[src/sv/kstt_pkg.sv]
package kstt_pkg;

  // Field widths fixed by the interface
  localparam int KEY_W   = 22;
  localparam int DELTA_W = 16;
  localparam int SCORE_W = 32;
  localparam int THR_W   = 31;

  localparam int TABLE_DEPTH_DEF = 128;
  localparam logic [THR_W-1:0] KILL_LEVEL_RESET = THR_W'(80);

  // Configuration register byte offsets
  localparam logic [1:0] ADDR_KILL_LEVEL = 2'd0;

  // Function codes
  typedef enum logic {
    FUNC_ACCUM = 1'b0,
    FUNC_CLEAR = 1'b1
  } func_t;

  // Item as it travels down the cell row
  typedef struct packed {
    logic                      vld;
    func_t                     func;
    logic [KEY_W-1:0]          key;
    logic signed [DELTA_W-1:0] delta;
    logic                      hit;    // entry found or appended upstream
    logic                      app;    // entry was appended
    logic signed [SCORE_W-1:0] score;  // entry score after the update
  } token_t;

  // Signed add of the delta, clamped to the 32-bit limits
  function automatic logic signed [SCORE_W-1:0] sat_add(
    input logic signed [SCORE_W-1:0] a,
    input logic signed [DELTA_W-1:0] d
  );
    logic signed [SCORE_W:0] sum;
    logic signed [SCORE_W-1:0] res;
    sum = {a[SCORE_W-1], a} + {{(SCORE_W + 1 - DELTA_W){d[DELTA_W-1]}}, d};
    if (sum[SCORE_W] != sum[SCORE_W-1]) begin
      res = sum[SCORE_W] ? {1'b1, {(SCORE_W-1){1'b0}}} : {1'b0, {(SCORE_W-1){1'b1}}};
    end else begin
      res = sum[SCORE_W-1:0];
    end
    return res;
  endfunction

endpackage

[src/sv/kstt_cell.sv]
module kstt_cell #(
  parameter int CELL_INDEX = 0,
  parameter int CNT_W      = 8
) (
  input  logic              clk,
  input  logic              rst_n,
  input  logic [CNT_W-1:0]  used,
  input  kstt_pkg::token_t  tok_i,
  output kstt_pkg::token_t  tok_o
);

  localparam logic [CNT_W-1:0] MY_IDX = CNT_W'(CELL_INDEX);

  logic [kstt_pkg::KEY_W-1:0]          key_r;
  logic [kstt_pkg::KEY_W-1:0]          key_nxt;
  logic signed [kstt_pkg::SCORE_W-1:0] score_r;
  logic signed [kstt_pkg::SCORE_W-1:0] score_nxt;
  logic signed [kstt_pkg::SCORE_W-1:0] base;
  logic signed [kstt_pkg::SCORE_W-1:0] upd;
  kstt_pkg::token_t                    tok_r;
  kstt_pkg::token_t                    tok_nxt;
  logic                                occupied;
  logic                                match;
  logic                                append;

  assign occupied = (MY_IDX < used);
  assign match    = tok_i.vld && !tok_i.hit && occupied && (key_r == tok_i.key);
  assign append   = tok_i.vld && !tok_i.hit && (MY_IDX == used);

  // New score: cleared, or stored (zero for a fresh entry) plus delta
  assign base = match ? score_r : '0;
  assign upd  = (tok_i.func == kstt_pkg::FUNC_CLEAR) ? '0 : kstt_pkg::sat_add(base, tok_i.delta);

  // Match and append never coincide; most cycles see neither
  always_comb begin
    key_nxt   = key_r;
    score_nxt = score_r;
    tok_nxt   = tok_i;
    if (match) begin
      score_nxt     = upd;
      tok_nxt.hit   = 1'b1;
      tok_nxt.score = upd;
    end else if (append) begin
      key_nxt       = tok_i.key;
      score_nxt     = upd;
      tok_nxt.hit   = 1'b1;
      tok_nxt.app   = 1'b1;
      tok_nxt.score = upd;
    end
  end

  // Entry storage
  always_ff @(posedge clk) begin
    key_r   <= key_nxt;
    score_r <= score_nxt;
  end

  // Hand the item to the next cell
  always_ff @(posedge clk) begin
    if (!rst_n) begin
      tok_r <= '0;
    end else begin
      tok_r <= tok_nxt;
    end
  end

  assign tok_o = tok_r;

endmodule

[config.mk]
export PLATFORM = sky130hd
export DESIGN_NAME = kstt_cell
export DESIGN_NICKNAME = d
export VERILOG_FILES = /design/src/sv/kstt_pkg.sv /design/src/sv/kstt_cell.sv
export SDC_FILE = /design/constraint.sdc
export NUM_CORES = 1
export LEC_CHECK = 0
export BUFFER_PORTS_ARGS = -buffer_cell sky130_fd_sc_hd__buf_4
export CORE_ASPECT_RATIO = 1.4
export CORE_UTILIZATION = 58
export CTS_CLUSTER_DIAMETER = 100
export DETAILED_ROUTE_END_ITERATION = 6
export PLACE_DENSITY = 0.85
export SLEW_MARGIN = 20
export SYNTH_ARGS = -nofsm -noshare
export SYNTH_HDL_FRONTEND = slang
export SYNTH_SLANG_ARGS = --single-unit
[constraint.sdc]
create_clock -name clk -period 8.5 [get_ports clk]
set_clock_uncertainty 0.15 [all_clocks]
set_input_delay 1.7 -clock clk [delete_from_list [all_inputs] [get_ports clk]]
set_output_delay 1.7 -clock clk [all_outputs]
set_load 0.01 [all_outputs]
== Word level (Yosys, flattened, before mapping) ==
Index checks and enable logic that the tools add are counted.

* Register bits after elaboration: 128
* Latch bits: 0
* RAM bits: 0
* Bits in read-only memories: 0
* Output and inout bits: 74
* Word-level logic and storage cells: 32
* Memories: 0

* Add/sub/neg operators: 1
* Multipliers: 0
* Div/mod/pow operators: 0
* Order comparisons: 1
* Equality and inequality tests: 2
* Shifts and indexed selects: 0
* Mux-type cells: 10
* Bitwise gates (word level): 1
* Reduce and logical (&&, ||, !) cells: 8

{| class="wikitable"
|+ Operator list
! cell !! count
|-
| two-way mux 32 bit || 7
|-
| two-way mux 34 bit || 1
|-
| adder 32 x 16 -> 33 bit || 1
|-
| equality test 22 bit || 1
|-
| zero test 8 bit || 1
|-
| < comparator 1 x 8 -> 1 bit (first input constant) || 1
|-
| logical AND 1 bit || 4
|-
| two-way mux 1 bit || 2
|-
| AND reduction 2 bit || 1
|-
| nonzero test 2 bit || 1
|-
| zero test 1 bit || 1
|-
| inequality test 1 bit || 1
|-
| NOT 1 bit || 1
|}

== Depth between registers and ports, before layout ==
Gate-level depths: netlist (run 1).

* Word-level depth: 11
* Gate-level depth with buffers: 18

== Least setup slack after synthesis (run 1) ==
Ideal clock, no wire load.

* Path type: in2reg
* Start point: input port tok_i[51] (netlist name)
* End point: register score_r[28] (netlist name), data pin
* Setup time: 0.261 ns
* Data arrival time: 4.918 ns
* Data required time: 8.089 ns
* Path slack: 3.171 ns
* Cell stages on the path: 16
* Buffers on the path: 2
* Path through: xnor2_1 > nand2_1 > or4_1 > nor3_2 > clkbuf_1 > and2_1 > ha_1 > a211o_1 > a211oi_2 > nor4bb_2 > o211ai_1 > nand3_2 > mux2_4 > nand2b_1 > buf_4 > nor2_1

* Longest elaborated chain between the ends: 9
* Elaborated cells on any way between the ends: 10
* Those cells by class: 1 x add/sub; 2 x eq/ne; 6 x mux; 1 x reduce/logical

{| class="wikitable"
|+ RTL lines
! element !! line !! text
|-
| start, declared || kstt_cell.sv:8 || <nowiki>input kstt_pkg::token_t tok_i,</nowiki>
|-
| equality test 22 bit (*) || kstt_cell.sv:27 || <nowiki>assign match = tok_i.vld && !tok_i.hit && occupied && (key_r == tok_i.key);</nowiki>
|-
| logical AND 1 bit (*) || kstt_cell.sv:27 ||
|-
| two-way mux 32 bit || kstt_cell.sv:31 || <nowiki>assign base = match ? score_r : '0;</nowiki>
|-
| adder 32 x 16 -> 33 bit || kstt_pkg.sv:39 || <nowiki>sum = {a[SCORE_W-1], a} + {{(SCORE_W + 1 - DELTA_W){d[DELTA_W-1]}}, d};</nowiki>
|-
| two-way mux 32 bit or inequality test 1 bit (tied branches) || kstt_pkg.sv:41, kstt_pkg.sv:40 ||
|-
| two-way mux 32 bit || kstt_pkg.sv:40 || <nowiki>if (sum[SCORE_W] != sum[SCORE_W-1]) begin</nowiki>
|-
| two-way mux 32 bit || kstt_cell.sv:32 || <nowiki>assign upd = (tok_i.func == kstt_pkg::FUNC_CLEAR) ? '0 : kstt_pkg::sat_add(base, tok_i.delta);</nowiki>
|-
| two-way mux 32 bit || kstt_cell.sv:43 || <nowiki>end else if (append) begin</nowiki>
|-
| two-way mux 32 bit (*) || kstt_cell.sv:39 || <nowiki>if (match) begin</nowiki>
|-
| net score_nxt (one bit) || kstt_cell.sv:17 || <nowiki>logic signed [kstt_pkg::SCORE_W-1:0] score_nxt;</nowiki>
|-
| end signal, assigned || kstt_cell.sv:55 || <nowiki>score_r <= score_nxt;</nowiki>
|-
| end, declared || kstt_cell.sv:16 || <nowiki>logic signed [kstt_pkg::SCORE_W-1:0] score_r;</nowiki>
|}

The timed path passes the listed nets; every way through them passes the cells marked *. The select of a mux whose other input is x is not followed.
A chain may end at the register's enable or synchronous reset.

== Worst setup path after layout (run 1) ==
* Start point: input port tok_i[61] (netlist name)
* End point: register tok_r (netlist bit tok_o[1])

* Longest elaborated chain between the ends: 9
* Elaborated cells on any way between the ends: 10
* Those cells by class: 1 x add/sub; 2 x eq/ne; 6 x mux; 1 x reduce/logical

{| class="wikitable"
|+ RTL lines
! element !! line !! text
|-
| equality test 22 bit (*) || kstt_cell.sv:27 ||
|-
| logical AND 1 bit (*) || kstt_cell.sv:27 ||
|-
| two-way mux 32 bit || kstt_cell.sv:31 ||
|-
| adder 32 x 16 -> 33 bit || kstt_pkg.sv:39 ||
|-
| two-way mux 32 bit or inequality test 1 bit (tied branches) || kstt_pkg.sv:41, kstt_pkg.sv:40 ||
|-
| two-way mux 32 bit || kstt_pkg.sv:40 ||
|-
| two-way mux 32 bit || kstt_cell.sv:32 ||
|-
| two-way mux 34 bit || kstt_cell.sv:43 ||
|-
| two-way mux 32 bit (*) || kstt_cell.sv:39 ||
|-
| end signal, assigned || kstt_cell.sv:63 || <nowiki>tok_r <= tok_nxt;</nowiki>
|-
| end, declared || kstt_cell.sv:20 || <nowiki>kstt_pkg::token_t tok_r;</nowiki>
|}

Mark *: on every way between the ends. The rest lies on a longest branch, timed or not.

==> results.txt, run 1 <==
The clock transition time at the flip-flop clock pins of the worst setup and hold paths is 60 ps. 0 antenna diodes ended up in the layout. The boundary pin count is ~160. Max-cap violations in this run came to 0.

The flow ran to the end, and the final reports show no timing, DRC or antenna violations. The total wire length is around 19000 um. Global routing used 32.40% of the available tracks.

Input and output buffers added on the ports amount to between 150 and 200. The actual slew at the worst max-slew pin is a little over 1000 ps. The clock power share came out at 47.9%. In the final layout, the share of cells above drive strength 1 is 23.60%. The final routed DRC violation total came out at 0.

The reported leakage power is about 3.7 nW. Setup total negative slack on the finished layout was measured at 0 ps. After layout, the worst path uses around four fifths of the clock period. The clock reaches the later pin of the worst-skew pair after 420 ps. The hold violation count in the final report is 0. The number of buffers created by CTS came out at 17.

The average footprint of a synthesized cell came out at roughly 9.5 um2. The tightest hold path in the finished design has a slack of just under 700 ps. The area growth from synthesis to layout is 27.76%. During synthesis, Yosys emitted a total of 0 warnings. The biggest area consumer among synthesized cells is edfxtp_1. Fill cells in the final layout number 750. The number of unique standard cell types used by synthesis is 61. The number of global-route vias before repair came to 5968.

In this run the vertical extent of the chip is about 130 um. The number of nets produced by synthesis is just over 800. The area share of the largest cell type after synthesis is approximately a quarter. The worst relative slew slack is 31.31%. The cell area that synthesis handed to floorplanning was ~0.0066 mm2.

Counting I/O delays and the setup requirement, the final critical path takes 6865 ps. The level count of the clock H-tree is 4. After synthesis, the share of flip-flops with an asynchronous set or reset is 0%.

The first global-routing pass estimated between 20000 and 30000 um of wire. By startpoint and endpoint, the worst setup path is classified as input port to flop. The switching share of total power is a little under a quarter.

Setup violations remaining at the end of the flow were counted as 0. For this design the ratio of total power to cell area is between 150 and 200 mW/mm2. The number of detailed-route iterations in the first pass is 7. The width of the die is slightly above 90 um.

The root buffer cell chosen for the clock tree is clkbuf_16. In this run the worst hold path is classified as flop to flop. In this run, the number of DRC markers left after iteration 0 of detailed routing was between 300 and 400.

The achievable clock frequency came out at approximately 0.15 GHz. Setup repair after global routing left no endpoint under its margin. The count of standard-cell rows is 45.

The core area came out at 0.01098 mm2. Internal power comes to 1.201 mW. The peak supply drop came out at around 0.00014 V.

The critical path arrival is approximately 7000 ps. The antenna violation net count after detailed routing is 0. The leading register cell type out of synthesis is dfxtp_1. The die covers about 0.012 mm2.

The number of post-CTS setup repair buffers is 0. The summed area of non-filler cells in the final layout is ~0.0085 mm2. The initial standard-cell utilization of the core is between 60% and 70%. The data required time at the worst endpoint is about 8700 ps. The sequential power share came out at a little over two fifths.

The net switching component of the power came out at 0.3765 mW. The total via count in the routed design came out at between 5000 and 6000. The number of buffers added to fix hold violations after cts came out at 0. The via count normalized by instance count came out at around 5.9. The number of storage elements in the synthesis netlist came out at between 100 and 150. Synthesis handed over a netlist of between 600 and 700 instances.

The combinational power share came out at around 10%. CTS saw 128 sinks. The number of antenna violations at the first check in global routing came to 0. The count of flip-flops with a built-in enable after synthesis is between 50 and 60. In the final design database the tool counted about 970 nets. The placed instance area came out at ~0.0079 mm2. The register area share after synthesis came out at 46.83%. By area the synthesized netlist is led by edfxtp_1, dfxtp_1, and2_1. The maximum clock path buffer count came out at 2. The total global routing overflow came out at 0. TritonCTS built the clock tree.

The number of pins exceeding their max-slew limit in the final report came out at 0. The largest net degree at the start of global routing is 47. The number of gates given a new drive strength after cts is 0. The maximum fanout along the worst path came out at 30. The kind of launch point of the worst setup path is an input port.

Total power for the finished layout comes to between 1.5 and 2 mW. STA classifies the critical path endpoint as a flop. The estimated wirelength of the detail-placed design is 13400 um. The routability congestion estimate from global placement is 0.9732. The detailed-route wire length per cell is between 15 and 20 um.
## kinds of logic (layout without fill, tap and decap cells)
| family | Yosys count | count (layout) | synth area share (%) |
|---|---|---|---|
| AND/OR/NAND/NOR | 278 | 278 | 21.24 |
| AO/OA/AOI/OAI | 180 | 180 | 16.96 |
| flip-flops | 128 | 128 | 46.83 |
| XOR/XNOR | 40 | 40 | 5.400 |
| buffers and inverters | 38 | 199 | 2.851 |
| adder cells (fa/ha/maj) | 33 | 33 | 6.344 |
| multiplexers | 2 | 2 | 0.3776 |
## registers in the layout, indices dropped and copies added (netlist names)
register  flops
tok_o        74
score_r      32
key_r        22
## cells in the final DEF (no fill, tap or decap), types with 3 or more instances in the layout
cell type | netlist | routed
o21ai_1 | 33 | 33
o21a_1 | 9 | 9
bufinv_16 | 0 | 3
a21o_1 | 15 | 15
a21oi_1 | 48 | 48
nand3_1 | 11 | 11
inv_1 | 7 | 7
o31ai_1 | 4 | 4
inv_6 | 0 | 7
nor2_1 | 80 | 79
dfxtp_1 | 74 | 74
ha_1 | 32 | 32
a211oi_1 | 7 | 7
nand2b_1 | 5 | 5
edfxtp_1 | 54 | 54
clkbuf_16 | 0 | 17
xnor2_1 | 20 | 20
nand4_1 | 7 | 7
or4_1 | 4 | 4
o21bai_1 | 5 | 5
o211ai_1 | 10 | 10
a211o_1 | 3 | 3
nor4_1 | 4 | 4
nand2_1 | 60 | 60
xor2_1 | 19 | 19
nor3_1 | 8 | 8
and2_1 | 74 | 74
a21boi_0 | 4 | 4
buf_4 | 3 | 161
or3_1 | 8 | 8
o21ai_0 | 24 | 24
## layout make-up
cell class	count	area, um2	area share [%]
flip-flops and latches	128	3103	36.65
multi-input cells	533	3348	39.55
clock buffers	17	425.4	5.025
well taps	141	176.4	2.084
clock inverters	14	177.7	2.099
inverters	7	26.28	0.3104
repair buffers	161	1209	14.28
## routing by layer
layer	routed length, um	vias up	track usage (%)
met5	0	-	0
met4	779	0	17.28
met3	1318	63	6.324
met2	9725	285	58.78
met1	6861	2807	35.38
li1	-	2787	-
## worst max-delay path, cell delays in order
cell      delay, ps
buf_4           120
xnor2_1         360
nand2_1         110
or4_1           580
nor3_2          700
buf_4           370
and2_1          210
ha_1            270
a211o_1         310
a211oi_2        300
nor4bb_2        110
o211ai_1        200
nand3_2         180
mux2_4          270
nand4b_2        790
o21ai_1         440
## path summary, 6_finish.rpt
check | from | endpoint | slack (ps) | cells after the start
setup / recovery | tok_i[61] | tok_o[1] | 1630 | 16
hold / removal | score_r[0] | tok_o[0] | 670 | 4
setup reg to reg | key_r[11] | tok_o[1] | 2650 | 15
hold reg to reg | score_r[0] | tok_o[0] | 670 | 4
## cell usage after synthesis (10+ instances only)
master	number
o21ai_0	24
a21oi_1	48
xor2_1	19
edfxtp_1	54
o211ai_1	10
nand3_1	11
and2_1	74
a21o_1	15
nor2_1	80
dfxtp_1	74
xnor2_1	20
nand2_1	60
clkbuf_1	15
ha_1	32
buf_2	10
o21ai_1	33
## through the flow
| stage | instances | utilization (%) | setup slack, ps |
|---|---|---|---|
| global route | 1001 | 77.11 | 1388 |
| CTS | 1001 | 77.11 | 1640 |
| floorplan | 699 | - | 3171 |
| finish | 1001 | 77.11 | 1635 |
| detailed placement | 970 | 71.61 | 1237 |
| global placement | 970 | 71.61 | 1382 |
## power by group through the flow
stage	clock, mW	sequential, mW	combinational (mW)
after global routing	0.785	0.666	0.171
final	0.755	0.664	0.158
after floorplan	0	0.687	0.0631
after detailed placement	0	0.677	0.156
after CTS	0.758	0.664	0.158
after global placement	0	0.677	0.151
No activity file was read; power rests on OpenSTA's default activity.
==> run 2, diff against run 1 <==
- CORE_UTILIZATION: 58 -> 49
- PLACE_DENSITY: 0.85 -> 0.77
- clock period: 8.5 -> 6.2 ns (I/O delays scaled with it)
==> run 2 against run 1 <==
  * Utilization is 11 points lower
  * Critical path type unchanged
  * Largest cell class unchanged
  * Die area is 18% higher
  * Sequential share of layout area is 0.53 points lower
  * Worst setup slack worse by 1000 ps
  * Routed wire length is 2.3% lower
  * Worst hold slack worse by 55 ps
  * Flip-flop and latch count stayed put
  * Global-route usage is 5.6 points lower
  * Critical path depth is 1 higher
  * Design area is 1.5% higher
==> results.txt, run 2 (synthesis gave the netlist of run 1 again) <==
The worst relative slew slack came to 30.93% (was 31.31%). Sequence of cells on the critical path: buf_4 > xnor2_1 > nand2_1 > or4_1 > nor3_2 > buf_12 > and2_1 > ha_1 > nand2_1 > a21bo_1 > nor4bb_2 > o211ai_1 > nand3_2 > xor2_2 > buf_4 > a21oi_1 > nor2_1 (was buf_4 > xnor2_1 > nand2_1 > or4_1 > nor3_2 > buf_4 > and2_1 > ha_1 > a211o_1 > a211oi_2 > nor4bb_2 > o211ai_1 > nand3_2 > mux2_4 > nand4b_2 > o21ai_1). The signed area change from the synthesized netlist to the final layout came to 29.63% (was 27.76%). The count of max-cap constraint violations is 0 (unchanged). The most common library cell in the layout ignoring fill and taps is buf_4 (unchanged).

The length in cells of the worst reg-to-reg path came out at 16 (was 15). The number of detailed-route iterations in the first pass is 5 (was 7). The number of buffers and inverters on the critical path is 3 (was 2).

The total of fill cells in the finished design is 1054 (was 750). The maximum fanout along the worst path came out at 33 (was 30). The global-route wire length before repair came out at 29160 um (was 29400 um). The kind of critical path is input port to flop (unchanged). The number of flip-flops in the largest register was 74 (unchanged). The final routed DRC violation total came out at 0 (unchanged).

The via count normalized by instance count came to 5.580 (was 5.936). The clock tree from TritonCTS is yes (unchanged). The antenna violation net count after detailed routing is 0 (unchanged).

The peak supply drop came out at 0.0001647 V (was 0.0001393 V). The kind of launch point of the worst setup path is an input port (unchanged). The critical path arrival came out at 5720 ps (was 7030 ps). The routability congestion estimate from global placement is 0.9371 (was 0.9732). The worst hold margin is 617.1 ps (was 672.1 ps). The number of buffers added to fix hold violations after cts came out at 0 (unchanged).

The depth of the critical timing path with buffers and inverters included was 17 (was 16). The slack of the worst reg-to-reg path came out at 1170 ps (was 2650 ps). Derived from the worst setup path, the maximum achievable clock frequency is approximately 0.18 GHz. The antenna diode count is 0 (unchanged).

The register area came out at 0.003103 mm2 (unchanged). The boundary pin count is 158 (unchanged). The largest net degree at the start of global routing was 47 (unchanged).

The number of buffers created by CTS is 17 (unchanged). The total wire length is 18260 um (was 18690 um). The data required time at the worst endpoint is 6330 ps (was 8660 ps).

The clock insertion delay at the later pin of the skew report is 420 ps (about the same). The buffer type at the clock tree root is clkbuf_16 (unchanged). The number of post-CTS setup repair buffers came out at 0 (unchanged). The combined area of the multi-input logic cells came out at 0.003337 mm2 (was 0.003348 mm2). The element type at the critical path end was a flop (unchanged).

The count of port buffers added during placement came out at 157 (unchanged). The total power of the final layout is 2.156 mW (was 1.577 mW). The share of final-layout standard cells stronger than drive strength 1 came out at 24.37% (was 23.60%). The estimated wirelength of the detail-placed design is 13430 um (was 13400 um).

The width of the die came to 100.3 um (was 92.34 um). The setup slack of the critical path after layout is 610.6 ps (was 1635 ps). The total via count in the routed design is 5848 (was 5942). The actual slew at the worst max-slew pin came out at 1035 ps (was 1027 ps).

The power per standard cell area came out at 251.0 mW/mm2 (was 186.3 mW/mm2). The number of nets at the end of the flow is 974 (was 965). The routed wire length on met2 came out at 9569 um (was 9725 um). The combinational power share is 10.0% (about the same). The number of gates given a new drive strength after cts was 0 (unchanged). The internal power contribution came to 1.646 mW (was 1.201 mW). The hold violation count in the final report was 0 (unchanged). The total global routing track utilization came out at 26.81% (was 32.40%).

The level count of the clock H-tree was 4 (unchanged). The number of global-route vias before repair came out at 6016 (was 5968). The initial standard-cell utilization of the core came to 50.98% (was 60.35%).

The cell with the biggest individual delay on the critical path was xor2_2 (was nand4b_2). The family of cells with the greatest summed delay on the critical path was simple AND/OR/NAND/NOR gates (unchanged). The reported leakage power came out at 3.739 nW (was 3.699 nW).

Dividing the final minimum period by the clock period gives between 90% and 100%. The number of pins exceeding their max-slew limit in the final report came out at 0 (unchanged). The worst flop-to-flop path endpoint is score_r[22] (was tok_o[1]). The core area came out at 0.01300 mm2 (was 0.01098 mm2). The met3 layer wire length in the routed design is 1003 um (was 1318 um). The sequential power share came out at 42.2% (was 42.1%). The final instance count without filler cells is 1048 (was 1001). The length of routed wiring on met1 is 7016 um (was 6861 um). The path type of the worst min-delay path is flop to flop (unchanged). The clock power share is 47.8% (was 47.9%). The net switching component of the power is 0.5099 mW (was 0.3765 mW). The number of sinks on the clock net is 128 (unchanged).

The pre-CTS setup slack came out at 286.4 ps (was 1237 ps). The aggregate negative setup slack came out at 0 ps (unchanged). The count of standard-cell rows is 49 (was 45). The post-route minimum period is between 5000 and 6000 ps. Run status: complete, no violations (unchanged). The first element of the critical path is tok_i[51] (was tok_i[61]).

The detailed-route wire length per cell came out at 17.42 um (was 18.67 um). The switching share of total power is 23.65% (was 23.87%). The count of placed standard cells including taps is 1016 (was 970).

The delay of the slowest cell on the worst path came out at 800 ps (was 790 ps). The area of the die came to 0.01400 mm2 (was 0.01186 mm2). The starting DRC count in detailed routing was 305 (was 327).

Most used cells in the layout excluding fill and tap cells: buf_4, nor2_1, and2_1, dfxtp_1, nand2_1 (unchanged). The highest metal layer used by the detailed router is met4 (unchanged). The clock transition time at the flip-flop clock pins of the worst setup and hold paths is 60 ps (about the same).

The capture point of the worst path is score_r[22] (was tok_o[1]). The maximum clock path buffer count is 2 (unchanged). The number of antenna violations at the first check in global routing is 0 (unchanged). The total global routing overflow is 0 (unchanged). The number of endpoints failing setup at the final stage is 0 (unchanged). The floorplan die height came out at 139.6 um (was 128.5 um). The worst flop-to-flop path startpoint is key_r[1] (was key_r[11]). Setup repair after global routing missed its margin: false (unchanged).
## run 2: changes by cell type in the layout (fill, tap and decap cells not counted)
cell | previous run | this run
buf_4 | 161 | 169
clkinv_1 | 0 | 1
inv_8 | 0 | 1
xor2_4 | 1 | 0
inv_6 | 7 | 1
clkinvlp_4 | 1 | 2
buf_12 | 0 | 1
xor2_2 | 0 | 1
clkinv_2 | 2 | 1
clkinv_4 | 1 | 6
## run 2: cell type report
class | instances | area share [%]
clock buffers | 17 | 4.953
well taps | 178 | 2.593
inverters | 7 | 0.3059
repair buffers | 170 | 15.00
flip-flops and latches | 128 | 36.13
multi-input cells | 533 | 38.85
clock inverters | 15 | 2.170
## run 2: power groups by stage
stage | Clock, mW | Combinational [mW] | Sequential (mW)
2_1_floorplan | 0 | 0.0865 | 0.942
3_3_place_gp | 0 | 0.210 | 0.928
3_5_place_dp | 0 | 0.214 | 0.929
4_1_cts | 1.04 | 0.216 | 0.911
5_1_grt | 1.08 | 0.235 | 0.912
6_report | 1.03 | 0.215 | 0.910
## run 2: stage by stage
stage / util [%] / area, um2
after floorplan: - / 6626
after global placement: 61.38 / 7978
after detailed placement: 61.38 / 7978
after CTS: 66.09 / 8589
after global routing: 66.09 / 8589
final: 66.09 / 8589
## run 2: routing by layer
metal,global-route usage [%],vias up
met5,0,-
met4,13.35,0
met3,4.922,53
met2,49.06,247
met1,29.02,2748
li1,-,2800
## run 2: worst min-delay path by stage
stage	depth (start not counted)	end	startpoint
detailed placement	4	tok_o[0]	score_r[0]
floorplan	4	tok_o[0]	score_r[0]
finish	4	tok_o[0]	score_r[0]
global route	4	tok_o[0]	score_r[0]
CTS	4	tok_o[0]	score_r[0]
global placement	4	tok_o[0]	score_r[0]
## run 2: worst min-delay path, stage by stage (launching register included)
cell and delay [ps]:
edfxtp_1 310, and2_1 120, ha_1 120, nor2_1 60, o21ai_1 120
